--- config.mk ---
export PLATFORM = sky130hd
export DESIGN_NAME = sensor_gain_exposure_framing_flat
export DESIGN_NICKNAME = d
export VERILOG_FILES = /design/src/hdl/sgef_pkg.sv /design/src/hdl/sgef_if.sv /design/src/hdl/sgef_mul.sv /design/src/hdl/sgef_div.sv /design/src/hdl/sensor_gain_exposure_framing.sv /design/src/flat_wrapper.sv
export SDC_FILE = /design/constraint.sdc
export NUM_CORES = 2
export LEC_CHECK = 0
export BUFFER_PORTS_ARGS = -buffer_cell sky130_fd_sc_hd__clkbuf_2
export CORE_MARGIN = 3
export CORE_UTILIZATION = 55
export DETAILED_ROUTE_END_ITERATION = 10
export MAX_ROUTING_LAYER = met4
export PLACE_DENSITY_LB_ADDON = 0.2
export SYNTH_ARGS = -nofsm -noshare
export SYNTH_HDL_FRONTEND = slang
export SYNTH_SLANG_ARGS = --single-unit
--- constraint.sdc ---
create_clock -name clk -period 6 [get_ports clk]
set_clock_uncertainty 0.05 [all_clocks]
set_input_delay 0.6 -clock clk [delete_from_list [all_inputs] [get_ports clk]]
set_output_delay 0.6 -clock clk [all_outputs]
set_load 0.02 [all_outputs]
--- src/hdl/sgef_pkg.sv ---
// ----------------------------------------------------------------------------
// sgef_pkg
// Shared types, codes and constants for the sensor gain, exposure and
// frame-length request translator.
// ----------------------------------------------------------------------------
package sgef_pkg;

	// datapath widths
	localparam int unsigned MUL_W     = 32;
	localparam int unsigned PROD_W    = 2 * MUL_W;
	localparam int unsigned DVS_W     = 48;
	localparam int unsigned MUL_STEPS = MUL_W;
	localparam int unsigned DIV_STEPS = PROD_W;

	// request operations
	typedef logic [1:0] op_t;
	localparam op_t OP_GAIN     = 2'd0;
	localparam op_t OP_EXPOSURE = 2'd1;
	localparam op_t OP_FRAMERATE = 2'd2;
	localparam op_t OP_NONE     = 2'd3;

	// sensor register targets
	typedef logic [1:0] tgt_t;
	localparam tgt_t TGT_MODE = 2'd0;
	localparam tgt_t TGT_GAIN = 2'd1;
	localparam tgt_t TGT_CIT  = 2'd2;
	localparam tgt_t TGT_FLL  = 2'd3;

	// configuration register indexes
	typedef logic [2:0] cfg_idx_t;
	localparam cfg_idx_t CFG_GAIN_UNIT   = 3'd0;
	localparam cfg_idx_t CFG_PCLK        = 3'd1;
	localparam cfg_idx_t CFG_LINE_PIX    = 3'd2;
	localparam cfg_idx_t CFG_EXP_SCALE   = 3'd3;
	localparam cfg_idx_t CFG_FR_SCALE    = 3'd4;

	// sensor limits
	localparam logic [15:0] FLL_RESET    = 16'd2445;
	localparam logic [15:0] FLL_LOW      = 16'd1216;
	localparam logic [15:0] FLL_HIGH     = 16'hFFFF;
	localparam logic [15:0] FLL_OVERHEAD = 16'd5;
	localparam logic [15:0] CIT_LOW      = 16'd2;
	localparam logic [15:0] CIT_MARGIN   = 16'd1;
	localparam logic [7:0]  MODE_SPLIT   = 8'h36;
	localparam logic [3:0]  COARSE_TOP   = 4'd15;
	localparam logic [3:0]  COARSE_FINE  = 4'd4;
	localparam int unsigned FINE_SHIFT   = 5;

	// one register write
	typedef struct packed {
		tgt_t        target_register;
		logic [15:0] register_value;
		logic        high_gain_mode;
		logic        error;
		logic        last;
	} res_t;

endpackage

--- src/hdl/sgef_if.sv ---
// ----------------------------------------------------------------------------
// sgef_if
// Valid/ready channels: requests, register writes out, configuration writes.
// ----------------------------------------------------------------------------
interface sgef_req_if;
	import sgef_pkg::*;
	logic        valid;
	logic        ready;
	op_t         operation;
	logic [31:0] request_value;
	modport source (output valid, operation, request_value, input ready);
	modport sink (input valid, operation, request_value, output ready);
endinterface

interface sgef_rsp_if;
	import sgef_pkg::*;
	logic        valid;
	logic        ready;
	tgt_t        target_register;
	logic [15:0] register_value;
	logic        high_gain_mode;
	logic        error;
	logic        last;
	modport source (output valid, target_register, register_value, high_gain_mode,
		error, last, input ready);
	modport sink (input valid, target_register, register_value, high_gain_mode,
		error, last, output ready);
endinterface

interface sgef_cfg_if;
	import sgef_pkg::*;
	logic        valid;
	logic        ready;
	cfg_idx_t    reg_index;
	logic [31:0] wr_data;
	modport source (output valid, reg_index, wr_data, input ready);
	modport sink (input valid, reg_index, wr_data, output ready);
endinterface

--- src/hdl/sgef_mul.sv ---
// ----------------------------------------------------------------------------
// sgef_mul
// Bit-serial shift-add multiplier, one multiplier bit per cycle.
// ----------------------------------------------------------------------------
module sgef_mul (
	input  logic                           clk,
	input  logic                           arst_n,
	input  logic                           start,
	input  logic [sgef_pkg::MUL_W-1:0]     a,
	input  logic [sgef_pkg::MUL_W-1:0]     b,
	output logic                           done,
	output logic [sgef_pkg::PROD_W-1:0]    product
);
	import sgef_pkg::*;

	localparam int unsigned CNT_W = $clog2(MUL_STEPS);
	localparam logic [CNT_W-1:0] CNT_LAST = CNT_W'(MUL_STEPS - 1);

	logic [MUL_W-1:0]  a_q;
	logic [PROD_W-1:0] prod_q;
	logic [CNT_W-1:0]  cnt_q;
	logic              busy_q;
	logic              done_q;
	logic [MUL_W:0]    sum;

	// partial sum of the upper half with the current multiplier bit
	always_comb begin
		sum = {1'b0, prod_q[PROD_W-1:MUL_W]} + (prod_q[0] ? {1'b0, a_q} : '0);
	end

	// control
	always_ff @(posedge clk or negedge arst_n) begin
		if (!arst_n) begin
			busy_q <= 1'b0;
			done_q <= 1'b0;
			cnt_q  <= '0;
		end else begin
			done_q <= 1'b0;
			if (start) begin
				busy_q <= 1'b1;
				cnt_q  <= '0;
			end else if (busy_q) begin
				cnt_q <= cnt_q + CNT_W'(1);
				if (cnt_q == CNT_LAST) begin
					busy_q <= 1'b0;
					done_q <= 1'b1;
				end
			end
		end
	end

	// product shift register: low half holds the multiplier bits still to go
	always_ff @(posedge clk) begin
		if (start) begin
			a_q    <= a;
			prod_q <= {{MUL_W{1'b0}}, b};
		end else if (busy_q) begin
			prod_q <= {sum, prod_q[MUL_W-1:1]};
		end
	end

	assign done    = done_q;
	assign product = prod_q;

endmodule

--- src/hdl/sgef_div.sv ---
// ----------------------------------------------------------------------------
// sgef_div
// Restoring radix-2 divider, one quotient bit per cycle.
// ----------------------------------------------------------------------------
module sgef_div (
	input  logic                           clk,
	input  logic                           arst_n,
	input  logic                           start,
	input  logic [sgef_pkg::PROD_W-1:0]    dividend,
	input  logic [sgef_pkg::DVS_W-1:0]     divisor,
	output logic                           done,
	output logic [sgef_pkg::PROD_W-1:0]    quotient
);
	import sgef_pkg::*;

	localparam int unsigned CNT_W = $clog2(DIV_STEPS);
	localparam logic [CNT_W-1:0] CNT_LAST = CNT_W'(DIV_STEPS - 1);

	logic [DVS_W-1:0]  dvs_q;
	logic [DVS_W-1:0]  rem_q;
	logic [PROD_W-1:0] quo_q;
	logic [CNT_W-1:0]  cnt_q;
	logic              busy_q;
	logic              done_q;
	logic [DVS_W:0]    trial;
	logic [DVS_W:0]    diff;
	logic              ge;

	// trial subtract of the divisor from the shifted remainder
	always_comb begin
		trial = {rem_q, quo_q[PROD_W-1]};
		diff  = trial - {1'b0, dvs_q};
		ge    = trial >= {1'b0, dvs_q};
	end

	// control
	always_ff @(posedge clk or negedge arst_n) begin
		if (!arst_n) begin
			busy_q <= 1'b0;
			done_q <= 1'b0;
			cnt_q  <= '0;
		end else begin
			done_q <= 1'b0;
			if (start) begin
				busy_q <= 1'b1;
				cnt_q  <= '0;
			end else if (busy_q) begin
				cnt_q <= cnt_q + CNT_W'(1);
				if (cnt_q == CNT_LAST) begin
					busy_q <= 1'b0;
					done_q <= 1'b1;
				end
			end
		end
	end

	// dividend bits shift out at the top, quotient bits shift in at the bottom
	always_ff @(posedge clk) begin
		if (start) begin
			dvs_q <= divisor;
			rem_q <= '0;
			quo_q <= dividend;
		end else if (busy_q) begin
			rem_q <= ge ? diff[DVS_W-1:0] : trial[DVS_W-1:0];
			quo_q <= {quo_q[PROD_W-2:0], ge};
		end
	end

	assign done     = done_q;
	assign quotient = quo_q;

endmodule

--- src/hdl/sensor_gain_exposure_framing.sv ---
// ----------------------------------------------------------------------------
// sensor_gain_exposure_framing
// Turns gain, exposure and frame-rate requests into sensor register writes.
// ----------------------------------------------------------------------------
// Exposure and frame rate: the serial multipliers, then the divider, then the
// output register.
// Gain: the coarse step search, then the divider when the fine step needs it;
// a zero divisor goes straight to its error result.
// One request at a time; a new one is taken while the last result waits.
// Reset: frame length 2445 lines, high gain mode, registers 1,0,0,1,1.
// ----------------------------------------------------------------------------
module sensor_gain_exposure_framing (
	input  logic      clk,
	input  logic      arst_n,
	sgef_cfg_if.sink  cfg,
	sgef_req_if.sink  req,
	sgef_rsp_if.source rsp
);
	import sgef_pkg::*;

	typedef enum logic [2:0] {ST_IDLE, ST_LOG, ST_MUL, ST_DIV, ST_FIN, ST_EMIT} state_t;

	// configuration registers
	logic [15:0] gain_unit_q;
	logic [31:0] pclk_q;
	logic [15:0] line_pix_q;
	logic [31:0] exp_scale_q;
	logic [31:0] fr_scale_q;

	state_t      state_q;
	op_t         op_q;
	logic [31:0] v_q;
	logic [31:0] sh_q;
	logic [3:0]  coarse_q;
	logic [4:0]  fine_q;
	res_t        res0_q;
	res_t        res1_q;
	logic        has1_q;
	res_t        out_q;
	logic        out_valid_q;
	logic [15:0] cur_fll_q;
	logic        mode_q;

	logic              req_fire;
	logic              rsp_fire;
	logic              emit_load;
	logic              req_err;
	logic [32:0]       sh_next;
	logic              log_step;
	logic              gain_div;
	logic [31:0]       gain_diff;
	logic              mul_start;
	logic [MUL_W-1:0]  mul0_b;
	logic [MUL_W-1:0]  mul1_b;
	logic              mul0_done;
	logic              mul1_done;
	logic [PROD_W-1:0] prod0;
	logic [PROD_W-1:0] prod1;
	logic              div_start;
	logic [PROD_W-1:0] div_dividend;
	logic [DVS_W-1:0]  div_divisor;
	logic              div_done;
	logic [PROD_W-1:0] quo;
	logic [4:0]        fine_m;
	logic [7:0]        code;
	logic              mode_new;
	logic [15:0]       cit_top;
	logic [15:0]       cit;
	logic [PROD_W-1:0] fll_wide;
	logic [15:0]       fll;

	function automatic res_t make_res(tgt_t t, logic [15:0] val, logic hg, logic err,
		logic lst);
		res_t r;
		r.target_register = t;
		r.register_value  = val;
		r.high_gain_mode  = hg;
		r.error           = err;
		r.last            = lst;
		return r;
	endfunction

	function automatic tgt_t op_target(op_t op);
		tgt_t t;
		case (op)
			OP_GAIN:      t = TGT_GAIN;
			OP_EXPOSURE:  t = TGT_CIT;
			OP_FRAMERATE: t = TGT_FLL;
			default:      t = TGT_GAIN;
		endcase
		return t;
	endfunction

	// configuration writes, always accepted
	assign cfg.ready = 1'b1;

	always_ff @(posedge clk or negedge arst_n) begin
		if (!arst_n) begin
			gain_unit_q <= 16'd1;
			pclk_q      <= '0;
			line_pix_q  <= '0;
			exp_scale_q <= 32'd1;
			fr_scale_q  <= 32'd1;
		end else if (cfg.valid) begin
			case (cfg.reg_index)
				CFG_GAIN_UNIT: gain_unit_q <= cfg.wr_data[15:0];
				CFG_PCLK:      pclk_q      <= cfg.wr_data;
				CFG_LINE_PIX:  line_pix_q  <= cfg.wr_data[15:0];
				CFG_EXP_SCALE: exp_scale_q <= cfg.wr_data;
				CFG_FR_SCALE:  fr_scale_q  <= cfg.wr_data;
				default: ;
			endcase
		end
	end

	// handshakes and zero-divisor check
	always_comb begin
		req.ready = (state_q == ST_IDLE);
		req_fire  = req.valid && req.ready;
		rsp_fire  = rsp.valid && rsp.ready;
		emit_load = (state_q == ST_EMIT) && (!out_valid_q || rsp_fire);
		case (req.operation)
			OP_GAIN:      req_err = (gain_unit_q == '0) || (req.request_value == '0);
			OP_EXPOSURE:  req_err = (exp_scale_q == '0) || (line_pix_q == '0);
			OP_FRAMERATE: req_err = (line_pix_q == '0) || (req.request_value == '0);
			default:      req_err = 1'b0;
		endcase
	end

	// coarse gain step: largest c, up to 15, with gain_unit << c not above the request
	always_comb begin
		sh_next   = {sh_q, 1'b0};
		log_step  = (coarse_q != COARSE_TOP) && (sh_next <= {1'b0, v_q});
		gain_div  = (coarse_q < COARSE_FINE) && (v_q > sh_q);
		gain_diff = v_q - sh_q;
	end

	// multiplier and divider operands
	always_comb begin
		mul_start = req_fire && !req_err &&
			(req.operation == OP_EXPOSURE || req.operation == OP_FRAMERATE);
		mul0_b = (req.operation == OP_EXPOSURE) ? req.request_value : fr_scale_q;
		mul1_b = (req.operation == OP_EXPOSURE) ? exp_scale_q : req.request_value;

		div_start = ((state_q == ST_LOG) && !log_step && gain_div) ||
			((state_q == ST_MUL) && mul0_done);
		if (state_q == ST_LOG) begin
			div_dividend = {{(PROD_W - 32 - FINE_SHIFT){1'b0}}, gain_diff,
				{FINE_SHIFT{1'b0}}};
			div_divisor  = {{(DVS_W - 32){1'b0}}, v_q};
		end else begin
			div_dividend = prod0;
			div_divisor  = prod1[DVS_W-1:0];
		end
	end

	sgef_mul u_mul0 (
		.clk     (clk),
		.arst_n  (arst_n),
		.start   (mul_start),
		.a       (pclk_q),
		.b       (mul0_b),
		.done    (mul0_done),
		.product (prod0)
	);

	sgef_mul u_mul1 (
		.clk     (clk),
		.arst_n  (arst_n),
		.start   (mul_start),
		.a       ({{(MUL_W - 16){1'b0}}, line_pix_q}),
		.b       (mul1_b),
		.done    (mul1_done),
		.product (prod1)
	);

	sgef_div u_div (
		.clk      (clk),
		.arst_n   (arst_n),
		.start    (div_start),
		.dividend (div_dividend),
		.divisor  (div_divisor),
		.done     (div_done),
		.quotient (quo)
	);

	// final values: gain code, clamped lines, saturated frame length
	always_comb begin
		fine_m   = {fine_q[4:1], fine_q[0] & ~coarse_q[0]};
		code     = {coarse_q, fine_m[3:0]};
		mode_new = (code < MODE_SPLIT);

		cit_top = (cur_fll_q > CIT_MARGIN) ? cur_fll_q - CIT_MARGIN : '0;
		if (quo < PROD_W'(CIT_LOW))
			cit = CIT_LOW;
		else if (quo > PROD_W'(cit_top))
			cit = cit_top;
		else
			cit = quo[15:0];

		fll_wide = quo - PROD_W'(FLL_OVERHEAD);
		if (quo < PROD_W'(FLL_LOW) + PROD_W'(FLL_OVERHEAD))
			fll = FLL_LOW;
		else if (fll_wide > PROD_W'(FLL_HIGH))
			fll = FLL_HIGH;
		else
			fll = fll_wide[15:0];
	end

	// sequencer and state
	always_ff @(posedge clk or negedge arst_n) begin
		if (!arst_n) begin
			state_q   <= ST_IDLE;
			op_q      <= OP_GAIN;
			v_q       <= '0;
			sh_q      <= '0;
			coarse_q  <= '0;
			fine_q    <= '0;
			res0_q    <= '0;
			res1_q    <= '0;
			has1_q    <= 1'b0;
			cur_fll_q <= FLL_RESET;
			mode_q    <= 1'b1;
		end else begin
			case (state_q)
				ST_IDLE: begin
					if (req_fire) begin
						op_q <= req.operation;
						v_q  <= req.request_value;
						if (req.operation == OP_NONE) begin
							state_q <= ST_IDLE;
						end else if (req_err) begin
							res0_q  <= make_res(op_target(req.operation), '0, 1'b0,
								1'b1, 1'b1);
							has1_q  <= 1'b0;
							state_q <= ST_EMIT;
						end else if (req.operation == OP_GAIN) begin
							sh_q     <= {16'd0, gain_unit_q};
							coarse_q <= '0;
							fine_q   <= '0;
							state_q  <= ST_LOG;
						end else begin
							state_q <= ST_MUL;
						end
					end
				end
				ST_LOG: begin
					if (log_step) begin
						sh_q     <= sh_next[31:0];
						coarse_q <= coarse_q + 4'd1;
					end else if (gain_div) begin
						state_q <= ST_DIV;
					end else begin
						state_q <= ST_FIN;
					end
				end
				ST_MUL: begin
					if (mul0_done)
						state_q <= ST_DIV;
				end
				ST_DIV: begin
					if (div_done) begin
						if (op_q == OP_GAIN)
							fine_q <= quo[4:0];
						state_q <= ST_FIN;
					end
				end
				ST_FIN: begin
					has1_q  <= (op_q == OP_GAIN) && (mode_new != mode_q);
					state_q <= ST_EMIT;
					case (op_q)
						OP_GAIN: begin
							if (mode_new != mode_q) begin
								res0_q <= make_res(TGT_MODE, '0, mode_new, 1'b0, 1'b0);
								res1_q <= make_res(TGT_GAIN, {8'd0, code}, 1'b0, 1'b0, 1'b1);
								mode_q <= mode_new;
							end else begin
								res0_q <= make_res(TGT_GAIN, {8'd0, code}, 1'b0, 1'b0, 1'b1);
							end
						end
						OP_EXPOSURE: res0_q <= make_res(TGT_CIT, cit, 1'b0, 1'b0, 1'b1);
						OP_FRAMERATE: begin
							res0_q    <= make_res(TGT_FLL, fll, 1'b0, 1'b0, 1'b1);
							cur_fll_q <= fll;
						end
						default: ;
					endcase
				end
				ST_EMIT: begin
					if (emit_load) begin
						if (has1_q) begin
							res0_q <= res1_q;
							has1_q <= 1'b0;
						end else begin
							state_q <= ST_IDLE;
						end
					end
				end
				default: state_q <= ST_IDLE;
			endcase
		end
	end

	// output register
	always_ff @(posedge clk or negedge arst_n) begin
		if (!arst_n) begin
			out_q       <= '0;
			out_valid_q <= 1'b0;
		end else if (emit_load) begin
			out_q       <= res0_q;
			out_valid_q <= 1'b1;
		end else if (rsp_fire) begin
			out_valid_q <= 1'b0;
		end
	end

	// result channel
	assign rsp.valid           = out_valid_q;
	assign rsp.target_register = out_q.target_register;
	assign rsp.register_value  = out_q.register_value;
	assign rsp.high_gain_mode  = out_q.high_gain_mode;
	assign rsp.error           = out_q.error;
	assign rsp.last            = out_q.last;

	// checks
	a_mul_lockstep: assert property (@(posedge clk) disable iff (!arst_n)
		mul0_done == mul1_done)
		else $error("serial multipliers out of step");

	a_err_result: assert property (@(posedge clk) disable iff (!arst_n)
		rsp.valid && rsp.error |-> rsp.last && rsp.register_value == '0 &&
		rsp.target_register != TGT_MODE)
		else $error("malformed error result");

	a_mode_first: assert property (@(posedge clk) disable iff (!arst_n)
		rsp.valid && rsp.target_register == TGT_MODE |-> !rsp.last && !rsp.error)
		else $error("mode write not followed by gain write");

	a_fll_range: assert property (@(posedge clk) disable iff (!arst_n)
		cur_fll_q >= FLL_LOW)
		else $error("frame length below minimum");

endmodule
--- src/flat_wrapper.sv ---
// flat-port wrapper written by rule: the top's interface ports become plain ports
module sensor_gain_exposure_framing_flat import sgef_pkg::*;
  (clk, arst_n, cfg_valid, cfg_reg_index, cfg_wr_data, cfg_ready, req_valid, req_operation, req_request_value, req_ready, rsp_valid, rsp_target_register, rsp_register_value, rsp_high_gain_mode, rsp_error, rsp_last, rsp_ready);
  sgef_cfg_if cfg_i ();
  sgef_req_if req_i ();
  sgef_rsp_if rsp_i ();
  input  logic clk;
  input  logic arst_n;
  input wire logic [$bits(cfg_i.valid)-1:0] cfg_valid;
  input wire logic [$bits(cfg_i.reg_index)-1:0] cfg_reg_index;
  input wire logic [$bits(cfg_i.wr_data)-1:0] cfg_wr_data;
  output wire logic [$bits(cfg_i.ready)-1:0] cfg_ready;
  input wire logic [$bits(req_i.valid)-1:0] req_valid;
  input wire logic [$bits(req_i.operation)-1:0] req_operation;
  input wire logic [$bits(req_i.request_value)-1:0] req_request_value;
  output wire logic [$bits(req_i.ready)-1:0] req_ready;
  output wire logic [$bits(rsp_i.valid)-1:0] rsp_valid;
  output wire logic [$bits(rsp_i.target_register)-1:0] rsp_target_register;
  output wire logic [$bits(rsp_i.register_value)-1:0] rsp_register_value;
  output wire logic [$bits(rsp_i.high_gain_mode)-1:0] rsp_high_gain_mode;
  output wire logic [$bits(rsp_i.error)-1:0] rsp_error;
  output wire logic [$bits(rsp_i.last)-1:0] rsp_last;
  input wire logic [$bits(rsp_i.ready)-1:0] rsp_ready;
  assign cfg_i.valid = cfg_valid;
  assign cfg_i.reg_index = cfg_reg_index;
  assign cfg_i.wr_data = cfg_wr_data;
  assign cfg_ready = cfg_i.ready;
  assign req_i.valid = req_valid;
  assign req_i.operation = req_operation;
  assign req_i.request_value = req_request_value;
  assign req_ready = req_i.ready;
  assign rsp_valid = rsp_i.valid;
  assign rsp_target_register = rsp_i.target_register;
  assign rsp_register_value = rsp_i.register_value;
  assign rsp_high_gain_mode = rsp_i.high_gain_mode;
  assign rsp_error = rsp_i.error;
  assign rsp_last = rsp_i.last;
  assign rsp_i.ready = rsp_ready;
  sensor_gain_exposure_framing u_core (.clk(clk), .arst_n(arst_n), .cfg(cfg_i), .req(req_i), .rsp(rsp_i));
endmodule
==> out/metrics.cfg <==
[cells_and_area]
multi_input_area_sq_mm=0.01874
instances_no_fill=4787
final-seq-area_sq_mm=0.01639
final_nets=4143
fillerInstances=5475
layout-drive-gt1-share=0.1181
syn_to_final_growth_pct=10.17

[sta]
hold_viol_final=2
fin_ws_ps=1284
max_freq_mhz=212.1
setup_tns_ps=0
slew_headroom=0.2581
setup_violations=0
worstMarginPinSlew_ps=1106
final-max-slew-violation-count=0
fin_crit_sh=0.7859
period_needed_ps=4716
whs_ps=-6.201
rsz0062_at_grt=false

[die]
die_h_um=263.6
dieWidth_um=263.6
pin_count=98
fp.coreArea_sq_mm=0.06505
initial_core_util=0.5613
core.rowCount=93
dieArea_sq_mm=0.06951

[setup_path]
crit_required_ps=6470
end_kind=flip-flop
cp_num_buf_inv=1
critical-path-top-delay-family=simple AND/OR/NAND/NOR gates
crit_arrival_ps=5190
critPathMaxFanout=16
crit_chain=or4_1, or3_1, or3_1, nor4b_1, buf_4, or2_2, ha_1, a21o_1, a21o_1, a21oi_1, o21ai_0, a221oi_1, mux2_2, o211ai_1, o2111a_1, o21ai_1, a22o_1
critPathMaxStageDelay_ps=540
slowest_stage=or4_1
rrSetupSlack_ps=1280
start_kind=flip-flop
path_class=flip-flop to flip-flop

[synthesis]
synthAdderAreaFrac=0.06868
synth_mux_area_frac=0.08739
synth_cell_types=83
synth_top_area_share=0.1960
synth_area_sq_mm=0.03651
yosys_warnings=0
synth_compound_area_frac=0.1615
syn_nets=4118
ys_seq_area_frac=0.4489
synth_seq_cells=632
synth_top_family_by_area=compound AO/OA/AOI/OAI gates
yosys.area_share.xor_xnor=0.03286
synthArstFlopShare=0.4684
synth_most_common_cell=nand2_1
syn-mean-instance-area_sq_um=9.493
synthSimpleGateAreaFrac=0.1597
synth_common_cells=nand2_1 (444), o21ai_0 (331), dfrtp_1 (286), a21oi_1 (250), edfxtp_1 (224)
synth_area_leaders=dfrtp_1 (20%), edfxtp_1 (18%), ha_1 (6.6%), dfxtp_1 (6.1%), mux2_2 (4.9%)
synth_edf_count=224
synth_ff_type=dfrtp_1
syn_inst=3846
synth_largest_area_cell=dfrtp_1

[cts]
cts_tree=built
htree_levels=3
cts_setup_buffers=0
cts.repair.resized=0
clkTransAtPathRegs_ps=60
hold_buffers=0
numCtsBuffers=69
cts_sinks=632
insertion_delay_ps=640
cts_buffer_depth=3
cts-root-buf=clkbuf_16

[pwr]
ir_drop_v=0.0002992
static-leakage-power_nw=17.44
power_density_mw_per_mm2=611.1

[place]
pre_cts_ws_ps=1306
dp.cells=4655
gp_congestion=0.9846
port_buffers=96
hpwl_mm=76.81

[status]
violations=negative hold slack
status=finished, violations left

[drt]
routed_wirelength_mm=104.3
via_count=29680
dr.pass1.iters=6
avgViaCountPerCell=6.199
drt_iter0_markers=3030
drtAntennaViolNets=0
wl_per_cell_um=21.79
drc_errors=0

[grt]
grt_pass1_wl_mm=162.6
overflow=0
grt_use_total=0.3035
grt_start_max_net_pins=112
grt_pass1_vias=27830
antenna_found_initial=4

[run]
cap_violations=0

[min_path]
hp-class=input port to asynchronous set/reset pin

[final timing paths]
path | start | end | depth (start not counted)
min in group clk | cfg_wr_data[19] | u_core.exp_scale_q[19] | 2
setup reg to reg | u_core.cur_fll_q[5] | u_core.res0_q[4] | 17
hold reg to reg | u_core.pclk_q[4] | u_core.u_mul0.a_q[4] | 0
hold / removal | arst_n | u_core.u_div.cnt_q[5] | 1
setup / recovery | u_core.cur_fll_q[5] | u_core.res0_q[4] | 17
max in group asynchronous | arst_n | u_core.line_pix_q[1] | 2
[power breakdown]
part | leakage (nW) | internal [mW] | switching [mW] | total [mW]
clock network | 1.16 | 2.57 | 1.87 | 4.44
logic | 9.51 | 4.77 | 7.20 | 12.0
registers | 6.77 | 6.55 | 1.62 | 8.17
[state kept, by name, summed over array words and instances, names as in the netlist, 5 cells and up]
signal,count
u_core.u_div.quotient,64
u_core.u_mul1.product,64
u_core.res0_q,21
u_core.exp_scale_q,32
u_core.u_div.rem_q,48
u_core.v_q,32
u_core.u_mul1.a_q,16
u_core.u_mul0.cnt_q,5
u_core.res1_q,9
u_core.u_mul0.product,64
u_core.u_div.dvs_q,48
u_core.pclk_q,32
u_core.sh_q,32
u_core.u_div.cnt_q,6
u_core.u_mul0.a_q,32
u_core.fr_scale_q,32
u_core.rsp.register_value,16
u_core.u_mul1.cnt_q,5
u_core.gain_unit_q,16
u_core.cur_fll_q,16
u_core.line_pix_q,16
[metal layers]
metal  part of all wire  track usage
met5                  0            -
met3              0.083      0.04561
met1               0.45       0.4381
met4              0.028      0.08881
met2               0.44       0.4441
[per-stage QoR]
stage | utilization | cell area (sq um) | power [mW]
after global placement | 0.5815 | 37820 | 19.72
after global routing | 0.6184 | 40220 | 26.34
after floorplan | - | 36510 | 16.45
after CTS | 0.6183 | 40210 | 24.42
after detailed placement | 0.5815 | 37820 | 19.90
final | 0.6184 | 40220 | 24.58
[worst reg2reg max path: stages, from the launching register on]
cell      delay (ps)
dfrtp_1          440
or4_1            540
or3_1            380
or3_1            380
nor4b_1          270
buf_4            240
or2_2            150
ha_1             230
a21o_1           160
a21o_1           160
a21oi_1          130
o21ai_0          110
a221oi_1         370
mux2_2           380
o211ai_1         160
o2111a_1         200
o21ai_1           50
a22o_1           200
[cells by family after synthesis]
kind of cell               Yosys count
and+or+nand+nor                   1209
AOI/OAI and AO/OA                  975
DFF                                632
buffers and inverters              395
muxes                              299
adders and majority gates          198
xor gates and xnor gates           137
other                                1
[cell type report]
cell class                 count  share of cell area
inverter                     207             0.01941
sequential                   632              0.4074
antenna                        4           0.0002488
clock inverter                31             0.01008
timing repair buffer         142             0.02109
multi-input combinational   2819              0.4658
tap                          855             0.02660
clock buffer                  97             0.04936
[layout by cell type (no fill, tap or decap), drive strengths merged, types with 88 or more instances in the layout]
cell type / n
a21oi: 250
clkbuf: 192
dfrtp: 286
dfxtp: 112
edfxtp: 224
ha: 194
inv: 207
mux2: 158
mux2i: 141
nand2: 444
nand3: 106
nor2: 216
o21ai: 342
xnor2: 88
No activity file was read; power rests on OpenSTA's default activity.
